$ cat src/rtl/ppbp_pkg.sv
// Shared types and constants of the per-port token bucket policer.
// Used by every module of the block; depends on nothing.
package ppbp_pkg;

  localparam int PORT_W     = 16;
  localparam int LEN_W      = 16;
  localparam int TIME_W     = 32;
  localparam int RATE_W     = 16;
  localparam int LEVEL_W    = 24;
  localparam int VERDICT_W  = 17;
  localparam int MS_PER_S   = 1000;
  localparam int SEC_W      = 23;
  localparam int MS_W       = 10;
  localparam int RCP_W      = 29;
  localparam int RCP_SHIFT  = 38;
  localparam int CFG_IDX_W  = 2;
  localparam int CFG_DATA_W = 24;
  localparam int QDEPTH     = 2;

  localparam int FLOW_COUNT_DEF = 65536;

  localparam logic [RCP_W-1:0]   RCP_MS       = 29'd274877907;
  localparam logic [RATE_W-1:0]  RATE_RESET   = 16'd5000;
  localparam logic [LEVEL_W-1:0] BURST_RESET  = 24'd3000;
  localparam logic [LEVEL_W-1:0] THRESH_RESET = 24'd1000;

  typedef enum logic [CFG_IDX_W-1:0] {
    CFG_REFILL_RATE    = 2'd0,
    CFG_BURST_LIMIT    = 2'd1,
    CFG_DROP_THRESHOLD = 2'd2
  } cfg_idx_e;

  typedef struct packed {
    logic [PORT_W-1:0] source_port;
    logic [PORT_W-1:0] dest_port;
    logic [LEN_W-1:0]  datagram_length;
    logic [TIME_W-1:0] time_ms;
  } in_t;

  typedef struct packed {
    logic                 pass;
    logic [VERDICT_W-1:0] verdict;
    logic [LEVEL_W-1:0]   tokens_left;
  } out_t;

  typedef struct packed {
    logic [RATE_W-1:0]  refill_rate;
    logic [LEVEL_W-1:0] burst_limit;
    logic [LEVEL_W-1:0] drop_threshold;
  } cfg_t;

  typedef struct packed {
    logic [PORT_W-1:0]    slot;
    logic [VERDICT_W-1:0] verdict;
    logic [LEN_W-1:0]     length;
    logic [TIME_W-1:0]    time_ms;
  } item_t;

  typedef struct packed {
    logic full;
    logic empty;
  } q_stat_t;

  typedef struct packed {
    logic [LEVEL_W-1:0] level;
    logic [TIME_W-1:0]  stamp;
  } bucket_t;

endpackage

$ cat src/rtl/ppbp_front.sv
// Front end: accepts datagram headers, reduces the source port to a table slot
// and forms the pass verdict, then pushes the item into the queue. Uses ppbp_pkg.
module ppbp_front #(
  parameter int FLOW_COUNT = ppbp_pkg::FLOW_COUNT_DEF
) (
  input  logic              clk_i,
  input  logic              rst_ni,
  input  logic              hold_i,
  input  logic              in_valid_i,
  output logic              in_stall_o,
  input  ppbp_pkg::in_t     in_data_i,
  input  ppbp_pkg::q_stat_t q_stat_i,
  output logic              push_o,
  output ppbp_pkg::item_t   push_data_o
);

  localparam int IDX_W = $clog2(FLOW_COUNT);
  localparam int PW    = ppbp_pkg::PORT_W;
  localparam int MP_W  = PW + 32;
  localparam logic [31:0] RECIP = 32'((64'd1 << 32) / 64'(FLOW_COUNT) + 64'd1);

  typedef enum logic [3:0] {
    F_IDLE = 4'b0001,
    F_MOD  = 4'b0010,
    F_RED  = 4'b0100,
    F_PUSH = 4'b1000
  } front_state_e;

  front_state_e       state_q, state_d;
  logic [PW-1:0]      shf_q, shf_d;
  logic [PW-1:0]      quot_q, quot_d;
  logic [IDX_W-1:0]   rem_q, rem_d;
  ppbp_pkg::item_t    item_q, item_d;
  logic [MP_W-1:0]    quot_mul;
  logic [31:0]        back_mul;
  logic [PW-1:0]      rem_full;
  logic               accept;

  assign in_stall_o = hold_i || (state_q != F_IDLE);
  assign accept     = in_valid_i && !in_stall_o;
  assign quot_mul   = MP_W'(shf_q) * MP_W'(RECIP);
  assign back_mul   = 32'(quot_q) * 32'(FLOW_COUNT);
  assign rem_full   = shf_q - back_mul[PW-1:0];

  always_comb begin
    push_data_o      = item_q;
    push_data_o.slot = ppbp_pkg::PORT_W'(rem_q);
  end

  always_comb begin
    state_d = state_q;
    shf_d   = shf_q;
    quot_d  = quot_q;
    rem_d   = rem_q;
    item_d  = item_q;
    push_o  = 1'b0;
    case (state_q)
      F_IDLE: begin
        if (accept) begin
          shf_d          = in_data_i.source_port;
          rem_d          = '0;
          item_d.slot    = '0;
          item_d.verdict = {1'b0, in_data_i.source_port} + {1'b0, in_data_i.dest_port};
          item_d.length  = in_data_i.datagram_length;
          item_d.time_ms = in_data_i.time_ms;
          state_d        = F_MOD;
        end
      end
      F_MOD: begin
        quot_d  = quot_mul[MP_W-1:32];
        state_d = F_RED;
      end
      F_RED: begin
        rem_d   = rem_full[IDX_W-1:0];
        state_d = F_PUSH;
      end
      F_PUSH: begin
        if (!q_stat_i.full) begin
          push_o  = 1'b1;
          state_d = F_IDLE;
        end
      end
      default: begin
        state_d = F_IDLE;
      end
    endcase
  end

  always_ff @(posedge clk_i or negedge rst_ni) begin
    if (!rst_ni) begin
      state_q <= F_IDLE;
    end else begin
      state_q <= state_d;
    end
  end

  always_ff @(posedge clk_i) begin
    shf_q  <= shf_d;
    quot_q <= quot_d;
    rem_q  <= rem_d;
    item_q <= item_d;
  end

endmodule

$ cat config.mk
export PLATFORM = sky130hd
export DESIGN_NAME = ppbp_front
export DESIGN_NICKNAME = d
export VERILOG_FILES = /design/src/rtl/ppbp_pkg.sv /design/src/rtl/ppbp_front.sv
export SDC_FILE = /design/constraint.sdc
export NUM_CORES = 1
export LEC_CHECK = 0
export BUFFER_PORTS_ARGS = -buffer_cell sky130_fd_sc_hd__buf_2
export CORE_MARGIN = 4
export CORE_UTILIZATION = 47
export CTS_BUF_LIST = sky130_fd_sc_hd__clkbuf_16
export DETAILED_ROUTE_END_ITERATION = 16
export HOLD_SLACK_MARGIN = 0.02
export PLACE_DENSITY_LB_ADDON = 0.15
export REMOVE_ABC_BUFFERS = 1
export SETUP_SLACK_MARGIN = 0.05
export SYNTH_ARGS = -nofsm -noshare
export SYNTH_HDL_FRONTEND = slang
export SYNTH_SLANG_ARGS = --single-unit
$ cat constraint.sdc
create_clock -name clk_i -period 4.4 [get_ports clk_i]
set_input_delay 0.88 -clock clk_i [delete_from_list [all_inputs] [get_ports clk_i]]
set_output_delay 0.88 -clock clk_i [all_outputs]
set_load 0.005 [all_outputs]
# [Yosys cells after proc, flatten, opt, wreduce, memory -nomap -nowiden]
# Cells that the tools add are included.
# Widths: inputs -> output; s select.
[totals] ff_bits=101 out_inout_bits=83 wordCells=28
[op_classes] add_sub_neg=1 n_eq_ne=7 mux=7 reduce_logical=7
[op_table] operator="$pmux 16 s2" n=1
[op_table] operator="$add 16x16->17" n=1
[op_table] operator="$mux 16" n=1
[op_table] operator="$pmux 4 s4" n=1
[op_table] operator="$mux 4" n=2
[op_table] operator="$reduce_and 2->1" n=3
[op_table] operator="$eq 4x1->1 const B" n=1
[op_table] operator="$eq 4x2->1 const B" n=1
[op_table] operator="$eq 4x3->1 const B" n=1
[op_table] operator="$eq 4x4->1 const B" n=1
[op_table] operator="$ne 2x2->1 const B" n=2
[op_table] operator="$ne 4x1->1 const B" n=1
[op_table] operator="$mux 1" n=2
[op_table] operator="$reduce_bool 2->1" n=1
[op_table] operator="$logic_and 1x1->1" n=1
[op_table] operator="$logic_not 1->1" n=1
[op_table] operator="$logic_or 1x1->1" n=1

# [Logic depth before layout (Yosys ltp)]
# Gate-level depths: netlist (run 1).
[depth] depth_word=6 mapped_depth=7 ltp_nobuf=7

# [Worst setup path after synthesis (run 1)]
# OpenSTA, ideal clock, no wires.
[synth_timing] kind="input-to-reg" start="in hold_i" end="reg rem_q[0], enable pin" setup_time_ns=0.336 arrival_time_ns=3.420 required_time_ns=4.064 path_slack_ns=0.644 path_stages=2 path_buffers=0 cell_sequence="and3b_1 -> or2_2"
[synth_via] elab_chain_cells=5
[synth_rtl] element="from (decl)" line_no="ppbp_front.sv:8" source="input logic hold_i,"
[synth_rtl] element="$logic_or 1x1->1" line_no="ppbp_front.sv:39" source="assign in_stall_o = hold_i || (state_q != F_IDLE);"
[synth_rtl] element="$logic_not 1->1" line_no="ppbp_front.sv:40" source="assign accept = in_valid_i && !in_stall_o;"
[synth_rtl] element="$logic_and 1x1->1" line_no="ppbp_front.sv:40"
[synth_rtl] element="$ne 2x2->1 (no source line)"
[synth_rtl] element="$reduce_and 2->1 (no source line)"
[synth_rtl] element="to (signal assigned)" line_no="ppbp_front.sv:100" source="rem_q <= rem_d;"
[synth_rtl] element="to (decl)" line_no="ppbp_front.sv:32" source="logic [IDX_W-1:0] rem_q, rem_d;"
# Every way passes these cells.
# A chain may end at the register's enable or synchronous reset.

# [Final worst setup path (run 1)]
[layout_timing] start="in in_data_i[48] (netlist bit)" end="reg item_q (netlist bit push_data_o[56]), data pin"
[layout_via] elab_chain_cells=1
[layout_rtl] element="from (decl)" line_no="ppbp_front.sv:11" source="input ppbp_pkg::in_t in_data_i,"
[layout_rtl] element="$add 16x16->17" line_no="ppbp_front.sv:63" source="item_d.verdict = {1'b0, in_data_i.source_port} + {1'b0, in_data_i.dest_port};"
[layout_rtl] element="to (signal assigned)" line_no="ppbp_front.sv:101" source="item_q <= item_d;"
[layout_rtl] element="to (decl)" line_no="ppbp_front.sv:33" source="ppbp_pkg::item_t item_q, item_d;"
# Every way passes these cells.

==> results of run 1 <==
[per-layer routing]
| metal | wire length (um) | part of all wire, % | GRT usage (%) | up-vias |
|---|---|---|---|---|
| li1 | - | - | - | 1247 |
| met1 | 3360 | 39 | 20.3 | 1208 |
| met2 | 4310 | 50 | 30.0 | 113 |
| met3 | 693 | 8.1 | 4.35 | 16 |
| met4 | 197 | 2.3 | 7.98 | 0 |
| met5 | 0 | 0 | 0 | - |
[metrics by stage]
step	hold WS, ns	cell area (um2)	worst slack [ns]	utilization (%)
floorplan	0.480	3940	0.644	-
global placement	0.499	4920	1.42	60.1
global route	0.335	5220	1.64	63.9
CTS	0.331	5220	1.77	63.9
detailed placement	0.506	4920	1.42	60.1
finish	0.341	5220	1.74	63.9
[power breakdown]
group	switching, mW	total, mW	internal (mW)
Sequential	0.0152	1.15	1.14
Combinational	0.138	0.251	0.113
Clock	0.348	0.798	0.450
Total	0.501	2.20	1.70
[cell usage in the layout (no fill, tap or decap), types with 3 or more instances in the layout]
cell type,instances
a211oi_1,4
a21o_1,6
a21oi_1,13
and2_1,16
buf_2,167
clkbuf_16,9
dfrtp_1,3
edfxtp_1,97
ha_1,16
nand2_1,11
nand2b_1,3
nor2_1,7
nor3_1,3
o21ai_0,7
xnor2_1,7
xor2_1,7
[cells by family (layout without fill, tap and decap cells)]
family	count (synthesis)	in the layout	synth area share [%]
xor+xnor	14	14	3.11
buf+inv	4	185	0.380
compound gates	41	41	7.10
fa+ha+maj	17	17	5.58
simple gates	52	52	7.51
flops	101	101	76.3
[state kept, by name (all words and copies together) (netlist names)]
register and flops:
push_data_o 65, rem_q 16, shf_q 16, state_q 4
[path summary, 6_finish.rpt]
path | start | to | depth (start not counted)
worst min register to register | shf_q[15]$_DFFE_PP_ | rem_q[15]$_SDFFCE_PN0P_ | 1
max in group asynchronous | rst_ni | state_q[0]$_DFFE_PN1P_ | 1
worst max register to register | state_q[0]$_DFFE_PN1P_ | push_data_o[31]$_DFFE_PP_ | 3
min in group clk_i | shf_q[15]$_DFFE_PP_ | rem_q[15]$_SDFFCE_PN0P_ | 1
worst max-delay path | in_data_i[48] | push_data_o[56]$_DFFE_PP_ | 8
worst min-delay path | rst_ni | state_q[1]$_DFFE_PN0P_ | 1
[area by class of cell]
cell class,instances,share of cell area [%]
Multi-Input combinational cell,124,17.7
Timing Repair Buffer,168,16.1
Clock inverter,7,1.56
Inverter,1,0.0719
Sequential cell,101,57.7
Clock buffer,9,4.31
Tap cell,105,2.52
==> impl_metrics.csv, run 1 <==
group,metric,value,unit
outcome,outcome,"finished, final reports clean",
critical_path,worst_setup_path_end_kind,"flip-flop",
final_layout,n_antenna_cell,0,
clock_network,htreeDepth,3,
final_layout,multi_input_area,923,um2
detailed_routing,num_vias,2584,
timing,fin_tns_setup,0,ns
timing,finalSetupViolCount,0,
clock_network,post_cts_buffers,0,
critical_path,crit_arrival,2.74,ns
clock_network,hold_buffers,0,
timing,max_clock_freq,0.376,GHz
floorplan,die-area,9930,um2
detailed_routing,wl_per_cell,16.6,um
final_layout,drive_above_1_share,47.1,%
final_layout,fin_cells,515,
final_layout,final-seq-area,3010,um2
critical_path,worstPathCellList,"buf_2, ha_1, fa_1, a21o_1, a221oi_2, o21bai_1, a21o_1, xor2_1",
timing,timing.final.crit_share,60.4,%
power_and_ir_drop,leakage,2.19,nW
critical_path,cp_slowest_stage_delay,0.41,ns
critical_path,critical_path.top_delay_family,"compound AO/OA/AOI/OAI gates",
power_and_ir_drop,cellPowerDensity,421,nW/um2
placed_design,portBuffers,167,
global_routing,grt_usage,17.4,%
global_routing,grt_pass1_wl,13.2,mm
global_routing,grt_pass1_vias,2613,
synth,synthTopCellsByCount,"97 x edfxtp_1, 16 x and2_1, 16 x ha_1",
synth,synth_top_area_cell,"edfxtp_1",
final_layout,n_fill_cell,631,
detailed_routing,wl,8.56,mm
synth,synthTopCellsByArea,"edfxtp_1 74%, ha_1 5.1%, and2_1 2.5%",
timing,fin_crit,2.66,ns
synth,synth-seq-area-share,76.3,%
clock_network,cts.clk_slew.worst_paths,0.07,ns
critical_path,required,4.48,ns
timing,max_slew_margin,49.2,%
clock_network,clock-root-buffer,"clkbuf_16",
global_routing,overflow,0,
global_routing,grt_max_degree,43,
timing,tightest_slew,0.759,ns
floorplan,start_util,48.3,%
synth,avgSynthCellArea,17.2,um2
floorplan,rows,33,
detailed_routing,drcViolationCount,0,
critical_path,cp_common_cell,"a21o_1",
placed_design,gp_congestion,0.868,
clock_network,clk_latency,0.33,ns
job,cap_violations,0,
critical_path,cp-start-kind,"primary input",
critical_path,crit_buf_inv,1,
detailed_routing,firstDrtPassIters,4,
power_and_ir_drop,ir_drop,230,uV
clock_network,cts_resized,0,
detailed_routing,detail_route.iter0.violations,83,
floorplan,die_h,99.7,um
clock_network,cts_tree,"yes",
clock_network,ctsLongestPathBuffers,2,
floorplan,die_w,99.7,um
critical_path,r2r_setup_slack,1.82,ns
synth,async_reset_ff_share,3.96,%
synth,synth_edf_count,97,
synth,syn_inst,229,
worst_hold_path,hp-class,"primary input to asynchronous set/reset pin",
synth,synth-seq-cells,101,
critical_path,critPathSlowestCell,"fa_1",
synth,netlist.area_leader.share,73.8,%
timing,hold_viol_final,0,
placed_design,placed_cells,499,
timing,finClkSkew,0.00697,ns
clock_network,cts_buffers,9,
synth,synth_cell_types,36,
global_routing,antenna_found_initial,0,
floorplan,ioPinCount,169,
critical_path,cp_max_fo,3,
floorplan,fp.coreArea,8180,um2
synth,yosys.cell_count.top_type,"edfxtp_1",
clock_network,cts.sinks,101,
timing,rsz0062_at_grt,"false",
synth,synthFlopType,"edfxtp_1",
detailed_routing,post_drt_via_cell_ratio,5.02,
synth,ys_warn_count,0,
critical_path,worst-setup-path-type,"primary input to flip-flop",
final_layout,fin_nets,508,
power_and_ir_drop,power.total,2.20,mW
synth,syn-cell-area,3950,um2
detailed_routing,ant_nets,0,
timing,slew_violations,0,
final_layout,area_delta_synth_final,32.3,%
placed_design,dp_hpwl,6.64,mm
No activity file was read; power rests on OpenSTA's default activity.
==> run 2: changes to the inputs <==
Settings changed: CORE_UTILIZATION 47 to 43.
Clock period 4.4 ns to 2.3 ns, I/O delays scaled along.
==> run 2 against run 1 <==
- utilization is 3.9 points lower
- largest cell class unchanged
- global-route usage fell by 2.2 points
- count of clock-buffer cells in the layout did not move
- flip-flop and latch count unchanged
- cell count increased by 2.7%
- clock power increased by 77%
- critical path depth unchanged
- total power is 87% higher
- sequential power up 91%
==> impl_metrics.csv, run 2 (synthesis results as in run 1) <==
group,metric,value,unit
critical_path,cp-start-kind,"primary input",
timing,layout_setup_ws,0.143,ns
timing,max_slew_margin,72.4,%
global_routing,grt_usage,15.2,%
clock_network,cts.sinks,101,
clock_network,cts_buffers,9,
critical_path,required,2.38,ns
placed_design,gp_congestion,0.876,
final_layout,largest_reg_flops,65,
final_layout,fin_nets,519,
global_routing,grt_pass1_wl,12.9,mm
floorplan,die_h,104,um
timing,hold_viol_final,0,
detailed_routing,firstDrtPassIters,5,
timing,rsz0062_at_grt,"false",
critical_path,crit_arrival,2.24,ns
detailed_routing,wl,8.31,mm
floorplan,ioPinCount,169,
power_and_ir_drop,cellPowerDensity,776,nW/um2
floorplan,rows,34,
power_and_ir_drop,leakage,2.23,nW
clock_network,htreeDepth,3,
timing,finClkSkew,0.00871,ns
final_layout,drive_above_1_share,48.2,%
timing,slew_violations,0,
placed_design,portBuffers,167,
floorplan,fp.coreArea,8850,um2
power_and_ir_drop,power.total,4.12,mW
final_layout,final_cell_mix,"167 x buf_2, 97 x edfxtp_1, 16 x and2_1, 16 x ha_1, 13 x a21oi_1",
detailed_routing,drcViolationCount,0,
worst_hold_path,hp-class,"primary input to flip-flop",
placed_design,dp_slack,-0.204,ns
detailed_routing,wl_per_cell,15.7,um
clock_network,ctsLongestPathBuffers,2,
detailed_routing,detail_route.iter0.violations,99,
timing,max_clock_freq,0.464,GHz
detailed_routing,num_vias,2577,
worst_hold_path,holdPathStages,1,
timing,finalSetupViolCount,0,
timing,tightest_slew,0.414,ns
timing,timing.final.crit_share,93.8,%
job,cap_violations,0,
floorplan,start_util,44.6,%
clock_network,cts_tree,"yes",
critical_path,worst-setup-path-type,"primary input to flip-flop",
global_routing,grt_max_degree,80,
clock_network,clk_latency,0.33,ns
floorplan,die_w,104,um
clock_network,cts.clk_slew.worst_paths,0.07,ns
floorplan,die-area,10800,um2
critical_path,cp_max_fo,3,
final_layout,mostFrequentLayoutCell,"buf_2",
detailed_routing,ant_nets,0,
final_layout,area_delta_synth_final,34.4,%
critical_path,worst_setup_path_end_kind,"flip-flop",
clock_network,post_cts_buffers,0,
global_routing,antenna_found_initial,0,
outcome,outcome,"finished, final reports clean",
global_routing,grt_pass1_vias,2481,
detailed_routing,post_drt_via_cell_ratio,4.87,
clock_network,clock-root-buffer,"clkbuf_16",
global_routing,overflow,0,
placed_design,dp_hpwl,6.33,mm
final_layout,n_antenna_cell,0,
critical_path,rr_worst_depth,3,
power_and_ir_drop,ir_drop,536,uV
timing,fin_crit,2.16,ns
[run 2: cell count changes in the layout (fill, tap and decap cells not counted)]
cell / previous run / this run
buf_12: 0 / 1
clkinv_1: 0 / 1
clkinv_2: 1 / 0
buf_4: 1 / 10
bufinv_16: 1 / 0
nor4b_1: 2 / 1
nor4b_2: 0 / 1
dlygate4sd3_1: 0 / 1
clkinvlp_4: 0 / 1
[run 2: where the power goes]
part | switching [mW] | leakage, nW | internal (mW)
clock | 0.662 | 0.136 | 0.749
combinational | 0.264 | 1.14 | 0.241
sequential | 0.0295 | 0.951 | 2.17
total | 0.955 | 2.23 | 3.16
[run 2: per-layer routing]
metal,wire length (um),track usage (%)
met1,3370,18.1
met5,0,0
met4,177,6.17
met2,4110,25.6
met3,643,4.66
[run 2: critical path, stage by stage]
cell      delay [ns]
buf_2           0.10
ha_1            0.22
fa_1            0.39
a21o_1          0.21
a221oi_2        0.40
o21bai_1        0.14
a21o_1          0.20
xor2_1          0.13
[run 2: metrics by stage]
| step | instance area, um2 | std cells | hold slack [ns] | utilization (%) | TNS [ns] |
|---|---|---|---|---|---|
| floorplan | 3940 | 226 | 0.164 | - | -103.04 |
| global placement | 5010 | 512 | 0.270 | 56.6 | -0.990 |
| detailed placement | 5010 | 512 | 0.271 | 56.6 | -0.999 |
| CTS | 5300 | 529 | 0.286 | 59.9 | 0 |
| global route | 5310 | 529 | 0.285 | 60.0 | 0 |
| finish | 5310 | 529 | 0.298 | 60.0 | 0 |
[run 2: cell type report]
type | instances | area (um2)
Fill cell | 687 | 3540
Clock inverter | 7 | 57.6
Clock buffer | 9 | 225
Multi-Input combinational cell | 124 | 930
Timing Repair Buffer | 179 | 941
Sequential cell | 101 | 3010
Tap cell | 108 | 135
Inverter | 1 | 3.75
[run 2: path summary, 6_finish.rpt]
check,end,slack [ns],start
min in group asynchronous,state_q[1]$_DFFE_PN0P_,0.45,rst_ni
hold / removal,push_data_o[34]$_DFFE_PP_,0.30,in_data_i[34]
hold reg to reg,rem_q[11]$_SDFFCE_PN0P_,0.51,shf_q[11]$_DFFE_PP_
max in group asynchronous,state_q[0]$_DFFE_PN1P_,1.64,rst_ni
setup reg to reg,shf_q[4]$_DFFE_PP_,0.39,state_q[0]$_DFFE_PN1P_
setup / recovery,push_data_o[56]$_DFFE_PP_,0.14,in_data_i[48]
[run 2: repair_timing]
item	CTS	global route
hold endpoints to repair	3	0
hold buffers	1	0
resized for setup	0	1
endpoints found under the setup margin	0	75
==> run 3: changes to the inputs <==
Settings changed: CORE_UTILIZATION 43 to 51.
Clock period 2.3 ns to 2.75 ns, I/O delays scaled along.
==> run 3 against run 2 <==
- first-iteration DRC count fell by 37%
- setup slack better by 0.28 ns
- sequential power fell by 16%
- die area shrank 15%
- sequential share of layout area increased by 0.58 points
- cell area is 1.0% lower
- flip-flop and latch count unchanged
- combinational power down 19%
- global-route usage is 2.7 points higher
==> impl_metrics.csv, run 3 (synthesis results as in run 1) <==
group,metric,value,unit
clock_network,cts.sinks,101,
power_and_ir_drop,p_sw,0.758,mW
timing,fin_tns_setup,0,ns
final_layout,largest_reg_flops,65,
detailed_routing,wl,8.29,mm
global_routing,grt_pass1_vias,2506,
power_and_ir_drop,combPwrFrac,11.5,%
power_and_ir_drop,leakage,2.21,nW
timing,finalSetupViolCount,0,
timing,timing.final.crit_share,84.6,%
clock_network,htreeDepth,3,
timing,max_slew_margin,66.3,%
detailed_routing,firstDrtPassIters,4,
critical_path,worstReg2RegEnd,"push_data_o[57]$_DFFE_PP_",
placed_design,portBuffers,167,
global_routing,grt_usage,17.9,%
floorplan,start_util,53.6,%
detailed_routing,num_vias,2581,
clock_network,cts_resized,0,
clock_network,clock-root-buffer,"clkbuf_16",
global_routing,overflow,0,
critical_path,r2r_setup_slack,0.74,ns
floorplan,die-area,9210,um2
final_layout,n_antenna_cell,0,
floorplan,die_h,96.0,um
global_routing,grt_pass1_wl,12.3,mm
placed_design,dp_slack,0.0958,ns
critical_path,required,2.83,ns
clock_network,post_cts_buffers,0,
clock_network,cts_tree,"yes",
critical_path,r2r-start,"state_q[0]$_DFFE_PN1P_",
final_layout,final_cell_mix,"167 x buf_2, 97 x edfxtp_1, 16 x and2_1, 16 x ha_1, 13 x a21oi_1",
placed_design,gp_congestion,0.831,
final_layout,mostFrequentLayoutCell,"buf_2",
timing,hold_viol_final,0,
critical_path,worst_setup_path_end_kind,"flip-flop",
timing,max_clock_freq,0.430,GHz
detailed_routing,ant_nets,0,
global_routing,grt_max_degree,82,
critical_path,worst-setup-path-type,"primary input to flip-flop",
floorplan,ioPinCount,169,
critical_path,rr_worst_depth,3,
final_layout,drive_above_1_share,47.1,%
power_and_ir_drop,pwr-share-seq,51.8,%
worst_hold_path,hp-class,"primary input to flip-flop",
power_and_ir_drop,pwr-share-clk,36.7,%
critical_path,critPathLaunch,"in_data_i[64]",
critical_path,crit_path_end,"push_data_o[62]$_DFFE_PP_",
detailed_routing,drcViolationCount,0,
critical_path,cp-start-kind,"primary input",
floorplan,fp.coreArea,7370,um2
final_layout,n_fill_cell,527,
global_routing,antenna_found_initial,0,
detailed_routing,detail_route.iter0.violations,62,
clock_network,cts.clk_slew.worst_paths,0.07,ns
power_and_ir_drop,intPower,2.80,mW
clock_network,ctsLongestPathBuffers,2,
timing,fin_crit,2.33,ns
power_and_ir_drop,swShare,21.3,%
timing,slew_violations,0,
job,cap_violations,0,
timing,layout_setup_ws,0.424,ns
power_and_ir_drop,ir_drop,316,uV
clock_network,hold_buffers,1,
final_layout,area_delta_synth_final,33.0,%
critical_path,crit_arrival,2.41,ns
detailed_routing,wl_per_cell,16.2,um
timing,finClkSkew,0.00800,ns
clock_network,cts_buffers,9,
timing,tightest_slew,0.499,ns
floorplan,die_w,96.0,um
outcome,outcome,"finished, final reports clean",
clock_network,clk_latency,0.32,ns
worst_hold_path,holdPathStages,1,
placed_design,dp_hpwl,6.45,mm
power_and_ir_drop,cellPowerDensity,677,nW/um2
critical_path,cp_max_fo,3,
floorplan,rows,31,
final_layout,fin_nets,510,
timing,rsz0062_at_grt,"false",
detailed_routing,post_drt_via_cell_ratio,5.05,
run 3: changes by cell type in the layout (fill, tap and decap cells not counted), sizes merged:
cell,before,now
buf,178,169
bufinv,0,2
inv,4,2
clkinv,3,4
clkinvlp,1,0
run 3: layer usage:
metal,vias to the layer above,track usage (%),wire [um]
li1,1241,-,-
met1,1218,20.1,3150
met2,113,32.5,4290
met3,9,4.85,775
met4,0,6.40,82
met5,-,0,0
run 3: power by group through the flow:
stage | registers, mW | clock network, mW | logic (mW)
2_1_floorplan | 1.89 | 0 | 0.199
3_3_place_gp | 1.87 | 0 | 0.396
3_5_place_dp | 1.88 | 0 | 0.410
4_1_cts | 1.84 | 1.33 | 0.413
5_1_grt | 1.85 | 1.40 | 0.455
6_report | 1.84 | 1.31 | 0.407
run 3: worst max-delay path, stage by stage:
cell      delay (ns)
buf_2           0.11
ha_1            0.22
fa_1            0.42
a21o_1          0.22
a221oi_2        0.40
o21bai_2        0.16
a211oi_2        0.25
xnor2_1         0.08
run 3: through the flow:
| stage | hold slack [ns] | power (mW) | util [%] | cells | instance area (um2) |
|---|---|---|---|---|---|
| 3_5_place_dp | 0.363 | 2.29 | 66.9 | 494 | 4930 |
| 2_1_floorplan | 0.254 | 2.09 | - | 226 | 3940 |
| 5_1_grt | 0.378 | 3.71 | 71.3 | 511 | 5250 |
| 4_1_cts | 0.384 | 3.59 | 71.3 | 511 | 5250 |
| 3_3_place_gp | 0.362 | 2.27 | 66.9 | 494 | 4930 |
| 6_report | 0.392 | 3.56 | 71.3 | 511 | 5250 |
run 3: cell type report:
cell class	instances	area (um2)	share of cell area (%)
clock inverters	7	88.8	1.69
flip-flops and latches	101	3010	57.4
well taps	99	124	2.36
inverters	1	3.75	0.0715
multi-input cells	124	923	17.6
clock buffers	9	225	4.29
repair buffers	170	873	16.6
run 3: worst min path at each step:
stage	start	endpoint	slack, ns
floorplan	rst_ni	state_q[1]$_DFFE_PN0P_	0.25
global placement	rst_ni	state_q[1]$_DFFE_PN0P_	0.36
detailed placement	rst_ni	state_q[1]$_DFFE_PN0P_	0.36
CTS	in_data_i[37]	push_data_o[37]$_DFFE_PP_	0.38
global route	in_data_i[9]	push_data_o[9]$_DFFE_PP_	0.38
finish	in_data_i[37]	push_data_o[37]$_DFFE_PP_	0.39
