### config.mk
export PLATFORM = sky130hd
export DESIGN_NAME = ppbp_fifo
export DESIGN_NICKNAME = d
export VERILOG_FILES = /design/src/rtl/ppbp_pkg.sv /design/src/rtl/ppbp_fifo.sv
export SDC_FILE = /design/constraint.sdc
export NUM_CORES = 1
export LEC_CHECK = 0
export BUFFER_PORTS_ARGS = -buffer_cell sky130_fd_sc_hd__buf_2
export CAP_MARGIN = 20
export CORE_UTILIZATION = 40
export CTS_CLUSTER_SIZE = 10
export DETAILED_ROUTE_END_ITERATION = 12
export GPL_TIMING_DRIVEN = 1
export SLEW_MARGIN = 20
export SYNTH_ARGS = -nofsm -noshare
export SYNTH_HDL_FRONTEND = slang
export SYNTH_SLANG_ARGS = --single-unit
### constraint.sdc
create_clock -name clk_i -period 5.2 [get_ports clk_i]
set_clock_uncertainty 0.2 [all_clocks]
set_input_delay 1.04 -clock clk_i [delete_from_list [all_inputs] [get_ports clk_i]]
set_output_delay 1.04 -clock clk_i [all_outputs]
set_load 0.02 [all_outputs]
### src/rtl/ppbp_pkg.sv
// Shared types and constants of the per-port token bucket policer.
// Used by every module of the block; depends on nothing.
package ppbp_pkg;

  localparam int PORT_W     = 16;
  localparam int LEN_W      = 16;
  localparam int TIME_W     = 32;
  localparam int RATE_W     = 16;
  localparam int LEVEL_W    = 24;
  localparam int VERDICT_W  = 17;
  localparam int MS_PER_S   = 1000;
  localparam int SEC_W      = 23;
  localparam int MS_W       = 10;
  localparam int RCP_W      = 29;
  localparam int RCP_SHIFT  = 38;
  localparam int CFG_IDX_W  = 2;
  localparam int CFG_DATA_W = 24;
  localparam int QDEPTH     = 2;

  localparam int FLOW_COUNT_DEF = 65536;

  localparam logic [RCP_W-1:0]   RCP_MS       = 29'd274877907;
  localparam logic [RATE_W-1:0]  RATE_RESET   = 16'd5000;
  localparam logic [LEVEL_W-1:0] BURST_RESET  = 24'd3000;
  localparam logic [LEVEL_W-1:0] THRESH_RESET = 24'd1000;

  typedef enum logic [CFG_IDX_W-1:0] {
    CFG_REFILL_RATE    = 2'd0,
    CFG_BURST_LIMIT    = 2'd1,
    CFG_DROP_THRESHOLD = 2'd2
  } cfg_idx_e;

  typedef struct packed {
    logic [PORT_W-1:0] source_port;
    logic [PORT_W-1:0] dest_port;
    logic [LEN_W-1:0]  datagram_length;
    logic [TIME_W-1:0] time_ms;
  } in_t;

  typedef struct packed {
    logic                 pass;
    logic [VERDICT_W-1:0] verdict;
    logic [LEVEL_W-1:0]   tokens_left;
  } out_t;

  typedef struct packed {
    logic [RATE_W-1:0]  refill_rate;
    logic [LEVEL_W-1:0] burst_limit;
    logic [LEVEL_W-1:0] drop_threshold;
  } cfg_t;

  typedef struct packed {
    logic [PORT_W-1:0]    slot;
    logic [VERDICT_W-1:0] verdict;
    logic [LEN_W-1:0]     length;
    logic [TIME_W-1:0]    time_ms;
  } item_t;

  typedef struct packed {
    logic full;
    logic empty;
  } q_stat_t;

  typedef struct packed {
    logic [LEVEL_W-1:0] level;
    logic [TIME_W-1:0]  stamp;
  } bucket_t;

endpackage

### src/rtl/ppbp_fifo.sv
// Short queue between the front end and the back end of the policer.
// Holds classified items; depth and item type come from ppbp_pkg.
module ppbp_fifo (
  input  logic              clk_i,
  input  logic              rst_ni,
  input  logic              push_i,
  input  ppbp_pkg::item_t   push_data_i,
  input  logic              pop_i,
  output ppbp_pkg::item_t   pop_data_o,
  output ppbp_pkg::q_stat_t stat_o
);

  localparam int PTR_W = $clog2(ppbp_pkg::QDEPTH);
  localparam int CNT_W = $clog2(ppbp_pkg::QDEPTH + 1);

  ppbp_pkg::item_t  mem_q [ppbp_pkg::QDEPTH];
  logic [PTR_W-1:0] wptr_q, rptr_q;
  logic [CNT_W-1:0] cnt_q;

  assign pop_data_o   = mem_q[rptr_q];
  assign stat_o.full  = (cnt_q == CNT_W'(ppbp_pkg::QDEPTH));
  assign stat_o.empty = (cnt_q == '0);

  always_ff @(posedge clk_i or negedge rst_ni) begin
    if (!rst_ni) begin
      wptr_q <= '0;
      rptr_q <= '0;
      cnt_q  <= '0;
    end else begin
      if (push_i) begin
        wptr_q <= wptr_q + 1'b1;
      end
      if (pop_i) begin
        rptr_q <= rptr_q + 1'b1;
      end
      if (push_i && !pop_i) begin
        cnt_q <= cnt_q + 1'b1;
      end else if (pop_i && !push_i) begin
        cnt_q <= cnt_q - 1'b1;
      end
    end
  end

  always_ff @(posedge clk_i) begin
    if (push_i) begin
      mem_q[wptr_q] <= push_data_i;
    end
  end

endmodule

* Word-level counts from Yosys, hierarchy flattened
Memory sizes are Yosys's and may differ from the RTL's.
Cells that the tools add are included.
** Storage, ports and cells
- Register bits after elaboration :: 4
- Memory bits (writable) :: 162
- Output and inout port bits :: 83
- Logic and storage cells :: 19
- Memories kept :: 1
** Memory list
- mem_q :: depth 2, bits a word 81, rd ports 1, clocked after Yosys merged registers in 0, write ports 1, line ppbp_fifo.sv:16 : ppbp_pkg::item_t mem_q [ppbp_pkg::QDEPTH];
** Cells by class
- Add/sub/neg operators :: 4
- Equal/unequal tests :: 1
- Mux-type cells :: 4
- Reductions and logical operators :: 6
** Operator list (number)
- $mux W2 :: 2
- $add A1 B1 Y1 const B :: 2
- $add A2 B1 Y2 const B :: 1
- $eq A2 B2 Y1 const B :: 1
- $logic_and A1 B1 Y1 :: 2
- $logic_not A1 Y1 :: 2
- $logic_not A2 Y1 :: 1
- $mux W1 :: 2
- $reduce_bool A2 Y1 :: 1
- $sub A2 B1 Y2 const B :: 1

* Depth between registers and ports, before layout
Gate-level depths: netlist of run 1.
- Depth in word-level cells :: 4
- Depth in mapped cells :: 5
- Depth with buffers taken out :: 5

* Worst setup path after synthesis of run 1
OpenSTA, ideal clock, no wires.
- Kind :: input-to-reg
- Start :: in push_i
- End :: mem mem_q[0][0] (netlist name) (enable)
- Library setup time :: 0.531 ns
- Arrival time :: 4.581 ns
- Required time :: 4.469 ns
- Path slack :: -0.111 ns
- Stages :: 1
- Buffers on the path :: 0
- Path through :: nor2b_1
** Between the ends
- Word-level cells in the longest chain between the ends :: 2
** Ends and longest elaborated chain
- start: declaration :: line ppbp_fifo.sv:6 : input logic push_i,
- $mux W1 :: line ppbp_fifo.sv:45 : if (push_i) begin
- $mux W1 (not written as such) :: line ppbp_fifo.sv:46 : mem_q[wptr_q] <= push_data_i;
- end: declaration :: line ppbp_fifo.sv:16
No other way between the ends.

==> results.md, run 1 <==
Setup path:
- By startpoint and endpoint, the worst setup path is classified as reg2out.
- The data arrival time of the critical path is between 2 and 2.5 ns.
- The peak fanout along the critical path is 42.
- The worst setup path is launched from a flop.
- The kind of end point of the critical path is an output pin.
- The data required time of the critical path is 3.96 ns.

Synth:
- The cell type contributing the most total cell area after synthesis is sky130_fd_sc_hd__edfxtp_1.
- Synthesis inferred 166 register bits.
- After synthesis, the mean cell area works out to between 20 and 25 sq um.
- The Yosys step of the flow raised 0 warnings.
- Yosys attributes the largest share of cell area to sky130_fd_sc_hd__edfxtp_1 76%, sky130_fd_sc_hd__mux2_4 18%, sky130_fd_sc_hd__buf_12 2.5%, sky130_fd_sc_hd__dfrtp_1 1.6%, sky130_fd_sc_hd__xor2_1 0.54%.
- The post-synthesis net count is 354.
- The sequential element share of the synthesized area is 77.2%.
- Synthesis instantiated 13 different standard cells from the library.
- Synthesis produced 268 cells.
- The area of the mapped netlist is around 0.0064 sq mm.
- The top-area cell type share of the netlist area is between 70% and 80%.

STA:
- The number of pins exceeding their max-slew limit in the final report is 0.
- Setup violations remaining at the end of the flow were counted as 0.
- Setup slack closes at 1.63 ns.
- The final clock period utilization by the worst path is 68.7%.
- The hold violation count in the final report is 0.
- Setup repair after global routing left no endpoint under its margin.
- The worst pin sits at a relative slew slack of 44.3%.
- The setup TNS is 0 ns.
- The transition time at the pin with the least slew margin is 0.836 ns.
- The worst path in the final design needs a cycle of 3.57 ns, including I/O delays and setup.
- The maximum clock frequency is roughly 280 MHz.

Clock network:
- The post-CTS clock slew at the launch and capture registers of the worst setup and hold paths is approximately 0.06 ns.
- The total of hold buffers inserted after clock tree synthesis is 0.
- The number of clock buffers added by TritonCTS is 17.
- The deepest clock path buffer count is 2.
- The root buffer cell chosen for the clock tree is sky130_fd_sc_hd__clkbuf_16.
- TritonCTS built the clock tree.
- The post-cts sizing count is 0.
- In this run the post-CTS setup repair buffer count came out at 0.
- The clock net sink count is 166.
- The number of levels the H-tree was split into is 4.
- The clock insertion delay at the later pin of the skew report is 0.41 ns.

Run:
- The max-cap violation count is 0.

Floorplanning:
- Pin placement for this block handled 168 I/O pins.
- The initial standard-cell utilization of the core is 41.7%.
- The floorplan has 45 rows.
- The core footprint is 0.0154 sq mm.
- The y dimension of the die is 129 um.
- The horizontal die dimension is between 100 and 150 um.
- The die area is 0.0166 sq mm.

Cells and area:
- The area growth from synthesis to layout is 23.9%.
- The sequential cell area in the final layout is 0.00497 sq mm.
- After filler insertion, the fill cell instance count of the layout stands at 1301.
- Summing all multi-input logic gate instances after layout gives 0.00130 sq mm.
- Cells with a size suffix above 1 make up 61.2% of the layout.
- The number of nets in the finished design is 535.

Detailed routing:
- The routed via count divided by cell count is ~4.5.
- The remaining number of nets flagged by the antenna check after routing is 0.
- After detailed routing, the average wire length per cell comes to 16.5 um.
- The routed via count is 3023.
- Summed over all layers, the routed wires come to 11.1 mm.
- The first detailed-routing pass ran for 5 iterations.
- The count of unresolved DRC violations after routing is 0.
- The number of DRC markers after the initial detailed-route iteration is 163.

Pwr:
- IR analysis of the VDD net gives a maximum drop of 326 uV.
- The static leakage power is 3.22 nW.
- Power spread over the standard cell area amounts to 575 mW/mm^2.
- Combinational logic is responsible for approximately 32% of the overall power.
- The analysis attributes to net switching a power of between 1 and 1.5 mW.
- The switching portion of total power is 30.9%.
- Cell internal power was estimated by the tool at 3.17 mW.
- The fraction of power consumed by the clock network is 25.6%.
- The power share of the sequential group is between 40% and 50%.

GRT:
- The first global-routing pass estimated between 15 and 20 mm of wire.
- For this run, the total global-route usage over all layers was measured as 13.8%.
- The number of global-route vias before repair was between 3000 and 4000.
- The initial antenna violation count came to 1.
- The aggregate global routing overflow is 0.
- Entering global routing, the biggest net connects 60 pins.

Placed design:
- The placer's final routability congestion estimate is 0.690.
- The worst setup slack after placement is approximately 2 ns.
- In this run the tool buffered the top-level ports with 167 buffer cells.
- Summed over all nets, the half-perimeter wirelength after detailed placement is 7.17 mm.

Status:
- The flow ran to the end, and the final reports show no timing, DRC or antenna violations.

Worst hold path:
- The path class of the tightest hold or removal check is in2async.
[per-stage QoR]
stage	power, mW	hold WS, ns	utilization [%]	cells	area, sq um
6_report	4.58	0.225	51.6	673	7970
5_1_grt	4.79	0.208	51.6	672	7960
4_1_cts	4.65	0.205	51.6	672	7960
3_5_place_dp	3.47	0.281	48.1	641	7420
3_3_place_gp	3.45	0.273	48.1	641	7420
2_1_floorplan	3.15	0.256	-	268	6430
[per-layer routing]
metal  up-vias  GRT usage, %  part of all wire (%)
li1       1417             -                     -
met4         0          6.09                   1.6
met3        15          5.70                   7.2
met5         -             0                     0
met2       104          22.5                    49
met1      1487          16.0                    42
[cells in the mapped netlist]
cell type                  instances
sky130_fd_sc_hd__xnor2_1           1
sky130_fd_sc_hd__xor2_1            4
sky130_fd_sc_hd__nor2_1            2
sky130_fd_sc_hd__nor2b_1           2
sky130_fd_sc_hd__mux2_4           79
sky130_fd_sc_hd__inv_1             1
sky130_fd_sc_hd__ha_1              1
sky130_fd_sc_hd__and2_1            1
sky130_fd_sc_hd__buf_12            8
sky130_fd_sc_hd__mux2_2            2
sky130_fd_sc_hd__dfrtp_1           4
sky130_fd_sc_hd__buf_6             1
sky130_fd_sc_hd__edfxtp_1        162
[worst paths after layout]
check	start	endpoint	slack, ns	cells after the start
worst max-delay path	rptr_q	pop_data_o[7]	1.63	3
worst min-delay path	rst_ni	rptr_q	0.23	1
worst max register to register	wptr_q	mem_q[0][24]	3.01	2
worst min register to register	cnt_q[1]	cnt_q[1]	0.30	1
max in group asynchronous	rst_ni	rptr_q	4.43	1
min in group clk_i	cnt_q[1]	cnt_q[1]	0.30	1
[worst max-delay path, stage by stage (launching register included)]
cell	delay, ns
sky130_fd_sc_hd__dfrtp_4	0.95
sky130_fd_sc_hd__buf_12	0.37
sky130_fd_sc_hd__mux2_4	0.34
sky130_fd_sc_hd__buf_2	0.16
[area by class of cell]
class / instances / share of cell area, %
tap: 211 / 3.31
antenna: 1 / 0.0314
multi-input combinational: 92 / 16.3
timing repair buffer: 171 / 11.0
inverter: 1 / 0.0471
clock buffer: 21 / 5.53
clock inverter: 10 / 1.35
sequential: 166 / 62.4
[cells by family after synthesis]
| logic type | after synthesis | share of synthesized area, % |
|---|---|---|
| DFF | 166 | 77.2 |
| buffers and inverters | 10 | 2.72 |
| muxes | 81 | 18.8 |
| xor gates and xnor gates | 5 | 0.681 |
| adders and majority gates | 1 | 0.195 |
| and+or+nand+nor | 5 | 0.409 |
[power groups by stage]
stage               Clock, mW  Combinational [mW]  Sequential [mW]
floorplan                   0                1.28             1.87
global placement            0                1.49             1.96
detailed placement          0                1.49             1.97
CTS                      1.21                1.50             1.95
global route             1.26                1.57             1.97
finish                   1.17                1.47             1.94
[registers in the layout, indices dropped and copies added, names as in the netlist]
| register | flops |
|---|---|
| wptr_q | 1 |
| mem_q | 162 |
| rptr_q | 1 |
| cnt_q | 2 |
[cells in the final DEF, fill, tap and decap left out, drive strengths merged]
cell / n
ha: 1
clkbuf: 21
nor2: 2
buf: 171
mux2: 81
nor2b: 2
diode: 1
clkinv: 5
xnor2: 1
and2: 1
clkinvlp: 3
dfrtp: 4
edfxtp: 162
inv: 1
xor2: 4
bufinv: 2
Note: power is estimated with default switching activity, not from simulation.
==> run 2, diff against run 1 <==
--- a/config.mk
+++ b/config.mk
@@ -5,6 +5,7 @@
 export SDC_FILE = /design/constraint.sdc
 export NUM_CORES = 1
 export LEC_CHECK = 0
+export ABC_AREA = 1
 export BUFFER_PORTS_ARGS = -buffer_cell sky130_fd_sc_hd__buf_2
 export CAP_MARGIN = 20
 export CORE_UTILIZATION = 40
==> constraint.sdc (replaced) <==
create_clock -name clk_i -period 3.34 [get_ports clk_i]
set_clock_uncertainty 0.2 [all_clocks]
set_input_delay 0.668 -clock clk_i [delete_from_list [all_inputs] [get_ports clk_i]]
set_output_delay 0.668 -clock clk_i [all_outputs]
set_load 0.02 [all_outputs]
==> results.md, run 2 <==
Cells and area:
- The multi-input combinational cell area is 0.00130 sq mm (-0.39%).
- The largest register by flop count is mem_q.
- The most common cell after layout, fill and taps aside is sky130_fd_sc_hd__buf_2.
- The top cell types in the final layout, fill and taps aside, are 167 x sky130_fd_sc_hd__buf_2, 162 x sky130_fd_sc_hd__edfxtp_1, 79 x sky130_fd_sc_hd__mux2_4, 17 x sky130_fd_sc_hd__clkbuf_16, 6 x sky130_fd_sc_hd__inv_1.
- The number of nets in the finished design is 548 (+2.4%).
- In the final layout, the registers with the most flip-flops are mem_q (162), cnt_q (2).
- Compared with the post-synthesis result, the final layout area differs by 25.3%.
- The final design area excluding fillers is 0.00809 sq mm (+1.5%).
- The sequential cell area in the final layout is 0.00497 sq mm (unchanged).
- The antenna diode count came to 0 (-1).
- The number of flip-flops in the largest register came to 162 (unchanged).
- The number of filler instances in the final layout was 1329 (+2.2%).
- The fraction of final layout cells with drive strength greater than 1 is 60.8% (-0.33 points).

Synth:
- Yosys instantiated no cell more often than sky130_fd_sc_hd__edfxtp_1.
- The yosys synthesis warning count is 0 (unchanged).
- The most common flop cell mapped by yosys is sky130_fd_sc_hd__edfxtp_1.
- The post-synthesis net count is 363 (+2.5%).
- The top-area cell type share of the netlist area is 75.4% (-0.23 points).
- The number of distinct standard cells referenced by the synthesized netlist was 14 (+1).
- The area of the mapped netlist was 0.00645 sq mm (+0.31%).
- The count of mapped cells out of synthesis is 277 (+3.4%).
- The sequential element share of the synthesized area is 77.0% (-0.24 points).
- The post-synthesis register bit count is 166 (unchanged).
- The async set or reset register ratio after synthesis was 2.41% (unchanged).
- By count the netlist is led by 162 x sky130_fd_sc_hd__edfxtp_1, 79 x sky130_fd_sc_hd__mux2_4, 8 x sky130_fd_sc_hd__buf_12.
- The number of flops mapped to enable cells by yosys is 162 (unchanged).
- The average footprint of a synthesized cell is 23.3 sq um (-2.9%).
- Of all cell types, the one taking the most synthesized area is sky130_fd_sc_hd__edfxtp_1.
- By area the synthesized netlist is led by sky130_fd_sc_hd__edfxtp_1 75%, sky130_fd_sc_hd__mux2_4 18%, sky130_fd_sc_hd__buf_12 2.5%, sky130_fd_sc_hd__dfrtp_1 1.6%, sky130_fd_sc_hd__inv_1 0.41%.

Clock network:
- TritonCTS built the clock tree.
- The buffer type at the clock tree root is sky130_fd_sc_hd__clkbuf_16.
- The clock insertion delay at the later pin of the skew report is 0.42 ns (about the same).
- The post-cts sizing count is 0 (unchanged).
- The deepest clock path buffer count is 2 (unchanged).
- The post-CTS clock slew at the launch and capture registers of the worst setup and hold paths is 0.06 ns (about the same).
- The total CTS buffers is 17 (unchanged).
- The number of levels the H-tree was split into is 4 (unchanged).
- The clock net sink count is 166 (unchanged).
- The total of hold buffers inserted after clock tree synthesis is 1 (+1).
- The number of setup buffers added after CTS came to 0 (unchanged).

Floorplanning:
- The top-level port count is 168 (unchanged).
- The core footprint is 0.0158 sq mm (+2.6%).
- The y dimension of the die came to 129 um (+0.15%).
- The initial standard-cell utilization of the core was 40.8% (-0.93 points).
- The count of standard-cell rows is 46 (+2.2%).
- The horizontal die dimension was 129 um (+0.15%).
- The die area was 0.0166 sq mm (+0.30%).

Setup path:
- The data arrival time of the critical path came to 1.98 ns (-0.35 ns).
- The peak fanout along the critical path is 26 (-38%).
- STA classifies the critical path startpoint as a flop.
- The kind of end point of the critical path is an output pin.
- By startpoint and endpoint, the worst setup path is classified as reg2out.
- The data required time of the critical path is 2.47 ns (-1.49 ns).

STA:
- Based on the critical path, the design can be clocked at up to approximately 350 MHz.
- The worst path in the final design needs a cycle of about 2.9 ns, including I/O delays and setup.
- The count of final setup violators came to 0 (unchanged).
- The number of pins exceeding their max-slew limit in the final report is 0 (unchanged).
- Setup repair after global routing left no endpoint under its margin.
- The transition time at the pin with the least slew margin is 0.712 ns (-0.124 ns).
- The final critical path takes up 85.4% of the cycle.
- The setup TNS is 0 ns (unchanged).
- The hold violation count in the final report is 0 (unchanged).
- The worst slew margin relative to its limit was 52.5% (+8.3 points).
- The final worst setup slack is 0.488 ns (-1.14 ns).

Detailed routing:
- The sum of routed wire length over all layers is 11.0 mm (-1.3%).
- The routed via count divided by cell count is 4.49 (about the same).
- The length of the first detailed-routing pass in iterations is 4 (-1).
- The count of unresolved DRC violations after routing was 0 (unchanged).
- The remaining number of nets flagged by the antenna check after routing was 0 (unchanged).
- The average wire per cell in the routed design is 15.9 um (-3.8%).
- The number of DRC markers after the initial detailed-route iteration is 172 (+5.5%).
- The routed via count came to 3106 (+2.7%).

GRT:
- The number of global-route vias before repair was 3265 (+2.8%).
- The aggregate global routing overflow is 0 (unchanged).
- The met1 usage in global routing was 15.4% (-0.61 points).
- The met3 global-route usage is 5.82% (+0.12 points).
- The global routing met2 resource utilization was 23.3% (+0.83 points).
- The pin count of the biggest net entering global routing is 52 (-13%).
- The global-route usage over all layers is 13.9% (+0.079 points).
- The initial antenna violation count is 0 (-1).
- The first-pass GRT wire length is 16.4 mm (+0.25%).
- In this run the most used layer during global routing was met2.

Worst hold path:
- In this run the worst hold path is classified as in2reg.

Pwr:
- The power share of the sequential group is 40.5% (-1.8 points).
- The power density over the cells was 905 mW/mm^2 (+57%).
- The static leakage power is 3.29 nW (+2.3%).
- The power share of the combinational group was 32.6% (+0.5 points).
- The maximum VDD drop is 447 uV (+37%).
- The internal cell power is 5.05 mW (+59%).
- The fraction of power consumed by the clock network was 26.9% (+1.3 points).
- The switching portion of total power is 31.0% (+0.16 points).
- The switching power of the nets is 2.27 mW (+60%).

Status:
- The run finished with clean final reports.

Placed design:
- The worst setup slack after placement is 0.890 ns (-1.17 ns).
- The placed wire-length estimate is 7.03 mm (-2.0%).
- The instance area at placement was 0.00748 sq mm (+0.81%).
- The number of input and output port buffers inserted is 167 (unchanged).
- The placer's final routability congestion estimate is 0.679 (-1.6%).

Run:
- The max-cap violation count came to 0 (unchanged).
run 2: cell types whose count changed after synthesis:
| cell | before | now |
|---|---|---|
| sky130_fd_sc_hd__inv_1 | 1 | 7 |
| sky130_fd_sc_hd__nand2_1 | 0 | 5 |
| sky130_fd_sc_hd__nor2b_1 | 2 | 0 |
| sky130_fd_sc_hd__xor2_1 | 4 | 2 |
| sky130_fd_sc_hd__and2_1 | 1 | 0 |
| sky130_fd_sc_hd__nand3_1 | 0 | 1 |
| sky130_fd_sc_hd__nand4_1 | 0 | 1 |
| sky130_fd_sc_hd__nor2_1 | 2 | 3 |
run 2: power groups by stage:
stage	combinational [mW]	sequential, mW	clock [mW]
after floorplan	2.00	2.91	0
after global placement	2.41	3.00	0
after detailed placement	2.42	3.02	0
after CTS	2.43	2.97	2.03
after global routing	2.54	3.00	2.13
final	2.39	2.96	1.97
run 2: final cells by class:
type / instances / area share (%)
Tap cell: 216 / 3.34
Multi-Input combinational cell: 95 / 16.0
Inverter: 7 / 0.340
Timing Repair Buffer: 175 / 11.4
Sequential cell: 166 / 61.4
Clock buffer: 17 / 5.26
Clock inverter: 15 / 2.17
run 2: logic make-up (layout without fill, tap and decap cells):
group / Yosys count / after routing / synth area share, %
multiplexers: 81 / 81 / 18.7
buffers and inverters: 16 / 214 / 3.06
adder cells (fa/ha/maj): 1 / 1 / 0.194
XOR/XNOR: 3 / 3 / 0.407
AND/OR/NAND/NOR: 10 / 10 / 0.640
flip-flops: 166 / 166 / 77.0
run 2: routing by layer:
| layer | vias to the layer above | routed length, um |
|---|---|---|
| met5 | - | 0 |
| met4 | 0 | 146 |
| met3 | 13 | 784 |
| met2 | 105 | 5730 |
| met1 | 1528 | 4330 |
| li1 | 1460 | - |
run 2: final timing paths:
| path | start | depth (start not counted) | slack, ns | to |
|---|---|---|---|---|
| setup / recovery | rptr_q | 3 | 0.49 | pop_data_o[48] |
| hold / removal | push_data_i[56] | 1 | 0.24 | mem_q[0][56] |
| setup reg to reg | wptr_q | 3 | 1.60 | mem_q[1][33] |
| hold reg to reg | cnt_q[1] | 2 | 0.30 | cnt_q[1] |
| max in group asynchronous | rst_ni | 2 | 2.40 | rptr_q |
| min in group asynchronous | rst_ni | 2 | 0.39 | wptr_q |
run 2: worst max-delay path, cell delays in order (launching register included):
cell and delay (ns):
sky130_fd_sc_hd__dfrtp_4 0.75, sky130_fd_sc_hd__buf_4 0.33, sky130_fd_sc_hd__mux2_4 0.32, sky130_fd_sc_hd__buf_2 0.16
run 2: stage by stage:
step	std cells	power, mW	hold WS (ns)	util, %
finish	691	7.32	0.236	51.1
global route	691	7.67	0.209	51.1
CTS	691	7.44	0.211	51.1
detailed placement	658	5.44	0.294	47.2
global placement	658	5.40	0.281	47.2
floorplan	277	4.91	0.172	-
==> run 3, diff against run 2 <==
--- a/config.mk
+++ b/config.mk
@@ -8,6 +8,7 @@
 export ABC_AREA = 1
 export BUFFER_PORTS_ARGS = -buffer_cell sky130_fd_sc_hd__buf_2
 export CAP_MARGIN = 20
+export CORE_MARGIN = 3
 export CORE_UTILIZATION = 40
 export CTS_CLUSTER_SIZE = 10
 export DETAILED_ROUTE_END_ITERATION = 12
==> results.md, run 3 (synthesis gave the netlist of run 2 again) <==
Detailed routing:
- The routed via count came to 3092 (-0.45%).
- The sum of routed wire length over all layers is 11.4 mm (+3.9%).
- The remaining number of nets flagged by the antenna check after routing is 0 (unchanged).
- The count of unresolved DRC violations after routing is 0 (unchanged).
- The number of DRC markers after the initial detailed-route iteration came to 147 (-15%).
- The routed via count divided by cell count is 4.51 (+0.42%).
- The length of the first detailed-routing pass in iterations is 4 (unchanged).
- The average wire per cell in the routed design is 16.7 um (+4.8%).

Clock network:
- The root buffer cell chosen for the clock tree is sky130_fd_sc_hd__clkbuf_16.
- The TritonCTS clock tree is yes.
- The post-CTS clock slew at the launch and capture registers of the worst setup and hold paths is 0.06 ns (about the same).
- The post-cts sizing count is 0 (unchanged).
- The clock insertion delay at the later pin of the skew report is 0.42 ns (about the same).
- The number of levels the H-tree was split into is 4 (unchanged).
- The clock net sink count came to 166 (unchanged).
- The total CTS buffers is 17 (unchanged).
- The deepest clock path buffer count is 2 (unchanged).

Floorplanning:
- The horizontal die dimension is 133 um (+3.1%).
- The die area is 0.0177 sq mm (+6.3%).
- The top-level port count was 168 (unchanged).
- The core footprint was 0.0155 sq mm (-2.2%).
- The initial standard-cell utilization of the core is 41.7% (+0.91 points).
- The count of standard-cell rows is 45 (-2.2%).
- The y dimension of the die came to 133 um (+3.1%).

Cells and area:
- The number of filler instances in the final layout is 1276 (-4.0%).
- The layout-stage area growth over the synthesis result is 25.2%.
- In the final layout, the registers with the most flip-flops are mem_q (162), cnt_q (2).
- The multi-input combinational cell area is 0.00130 sq mm (unchanged).
- The antenna diode count came to 0 (unchanged).
- In the layout the commonest cells are 167 x sky130_fd_sc_hd__buf_2, 162 x sky130_fd_sc_hd__edfxtp_1, 79 x sky130_fd_sc_hd__mux2_4, 17 x sky130_fd_sc_hd__clkbuf_16, 6 x sky130_fd_sc_hd__inv_1.
- mem_q holds more flip-flops than any other register.
- Leaving out fill and tap cells, the most frequent cell in the layout is sky130_fd_sc_hd__buf_2.
- The fraction of final layout cells with drive strength greater than 1 is 60.1% (-0.72 points).
- The number of flip-flops in the largest register is 162 (unchanged).
- The sequential cell area in the final layout is 0.00497 sq mm (unchanged).
- The number of nets in the finished design is 547 (-0.18%).
- The final design area excluding fillers is 0.00807 sq mm (-0.15%).

STA:
- The maximum clock frequency was 344 MHz (-1.9%).
- The hold violation count in the final report is 0 (unchanged).
- The worst hold slack is 0.231 ns (-0.00430 ns).
- The count of final setup violators was 0 (unchanged).
- The number of pins exceeding their max-slew limit in the final report is 0 (unchanged).
- The transition time at the pin with the least slew margin came to 0.550 ns (-0.162 ns).
- Setup repair after global routing left no endpoint under its margin.
- The setup TNS was 0 ns (unchanged).
- The final clock period utilization by the worst path came to 87.1% (+1.7 points).
- The final critical-path required period is 2.91 ns (+0.0561 ns).
- The worst slew margin relative to its limit is 63.2% (+11 points).

Setup path:
- For this design, the slowest cell found on the critical path is sky130_fd_sc_hd__dfrtp_4.
- The class of the most critical setup path is reg2out.
- The kind of end point of the critical path is an output pin.
- The peak fanout along the critical path came to 36 (+38%).
- The data arrival time of the critical path is 2.04 ns (+0.06 ns).
- The worst setup path is launched from a flop.
- The largest incremental delay on the critical path is 0.75 ns (about the same).
- The length in cells of the worst reg-to-reg path is 3 (unchanged).
- The data required time of the critical path was 2.47 ns (about the same).
- Walking the worst path, the cells encountered are buf_12, mux2_4, buf_2.

Worst hold path:
- The number of cells on the worst hold path is 1 (unchanged).
- The class of the tightest hold or removal check is in2reg.

Placed design:
- The instance area at placement is 0.00747 sq mm (about the same).
- The placer's final routability congestion estimate was 0.688 (+1.3%).
- The placed wire-length estimate is 7.55 mm (+7.4%).
- The number of input and output port buffers inserted was 167 (unchanged).

Run:
- The max-cap violation count is 0 (unchanged).

Pwr:
- The power after layout is 7.28 mW (-0.55%).
- The power density over the cells is 901 mW/mm^2 (-0.40%).
- The static leakage power is 3.28 nW (-0.37%).
- The maximum VDD drop was 497 uV (+11%).

GRT:
- The global-route usage over all layers is 13.4% (-0.52 points).
- The aggregate global routing overflow is 0 (unchanged).
- The initial antenna violation count was 0 (unchanged).
- The pin count of the biggest net entering global routing is 55 (+5.8%).
- The first-pass GRT wire length is 17.9 mm (+8.7%).
- The number of global-route vias before repair is 3413 (+4.5%).

Status:
- The flow ran to the end, and the final reports show no timing, DRC or antenna violations.
[run 3: cell count changes in the layout (fill, tap and decap cells not counted)]
| cell | previous run | this run |
|---|---|---|
| sky130_fd_sc_hd__inv_6 | 5 | 1 |
| sky130_fd_sc_hd__buf_4 | 5 | 3 |
| sky130_fd_sc_hd__clkbuf_1 | 0 | 2 |
| sky130_fd_sc_hd__clkinv_4 | 0 | 2 |
| sky130_fd_sc_hd__buf_12 | 2 | 3 |
| sky130_fd_sc_hd__clkinv_1 | 1 | 2 |
| sky130_fd_sc_hd__clkinv_2 | 4 | 3 |
[run 3: routing by layer]
layer  global-route usage (%)  vias to the layer above  part of all wire (%)
li1                         -                     1458                     -
met1                     15.0                     1516                    39
met2                     22.3                      103                    52
met3                     5.78                       15                   7.4
met4                     5.60                        0                   1.6
met5                        0                        -                     0
[run 3: worst paths after layout]
kind	from	endpoint	slack, ns
setup / recovery	rptr_q	pop_data_o[56]	0.43
hold / removal	push_data_i[59]	mem_q[1][59]	0.23
setup reg to reg	wptr_q	mem_q[1][19]	1.50
hold reg to reg	cnt_q[1]	cnt_q[1]	0.32
max in group asynchronous	rst_ni	rptr_q	2.41
min in group asynchronous	rst_ni	cnt_q[0]	0.38
[run 3: report_power, final]
part / switching [mW] / internal (mW)
clock: 0.758 / 1.17
sequential: 0.192 / 2.77
combinational: 1.29 / 1.10
[run 3: through the flow]
| step | setup slack [ns] | cells | util, % |
|---|---|---|---|
| 2_1_floorplan | 0.412 | 277 | - |
| 3_3_place_gp | 0.854 | 652 | 48.3 |
| 3_5_place_dp | 0.848 | 652 | 48.3 |
| 4_1_cts | 0.372 | 685 | 52.1 |
| 5_1_grt | 0.321 | 685 | 52.1 |
| 6_report | 0.432 | 685 | 52.1 |
[run 3: timing repair]
action | 4_1_cts | 5_1_grt
hold buffers | 1 | 0
hold endpoints to repair | 4 | 0
buffers inserted | 0 | 0
[run 3: area by class of cell]
cell class | instances | area share [%]
sequential | 166 | 61.5
clock buffer | 19 | 5.36
timing repair buffer | 174 | 11.5
clock inverter | 13 | 1.94
inverter | 7 | 0.341
tap | 211 | 3.27
multi-input combinational | 95 | 16.1
[run 3: worst max-delay path, delay by kind of cell (launching register included)]
kind / cells / cell delay [ns]
buf+inv: 2 / 0.51
mux: 1 / 0.34
flops: 1 / 0.75
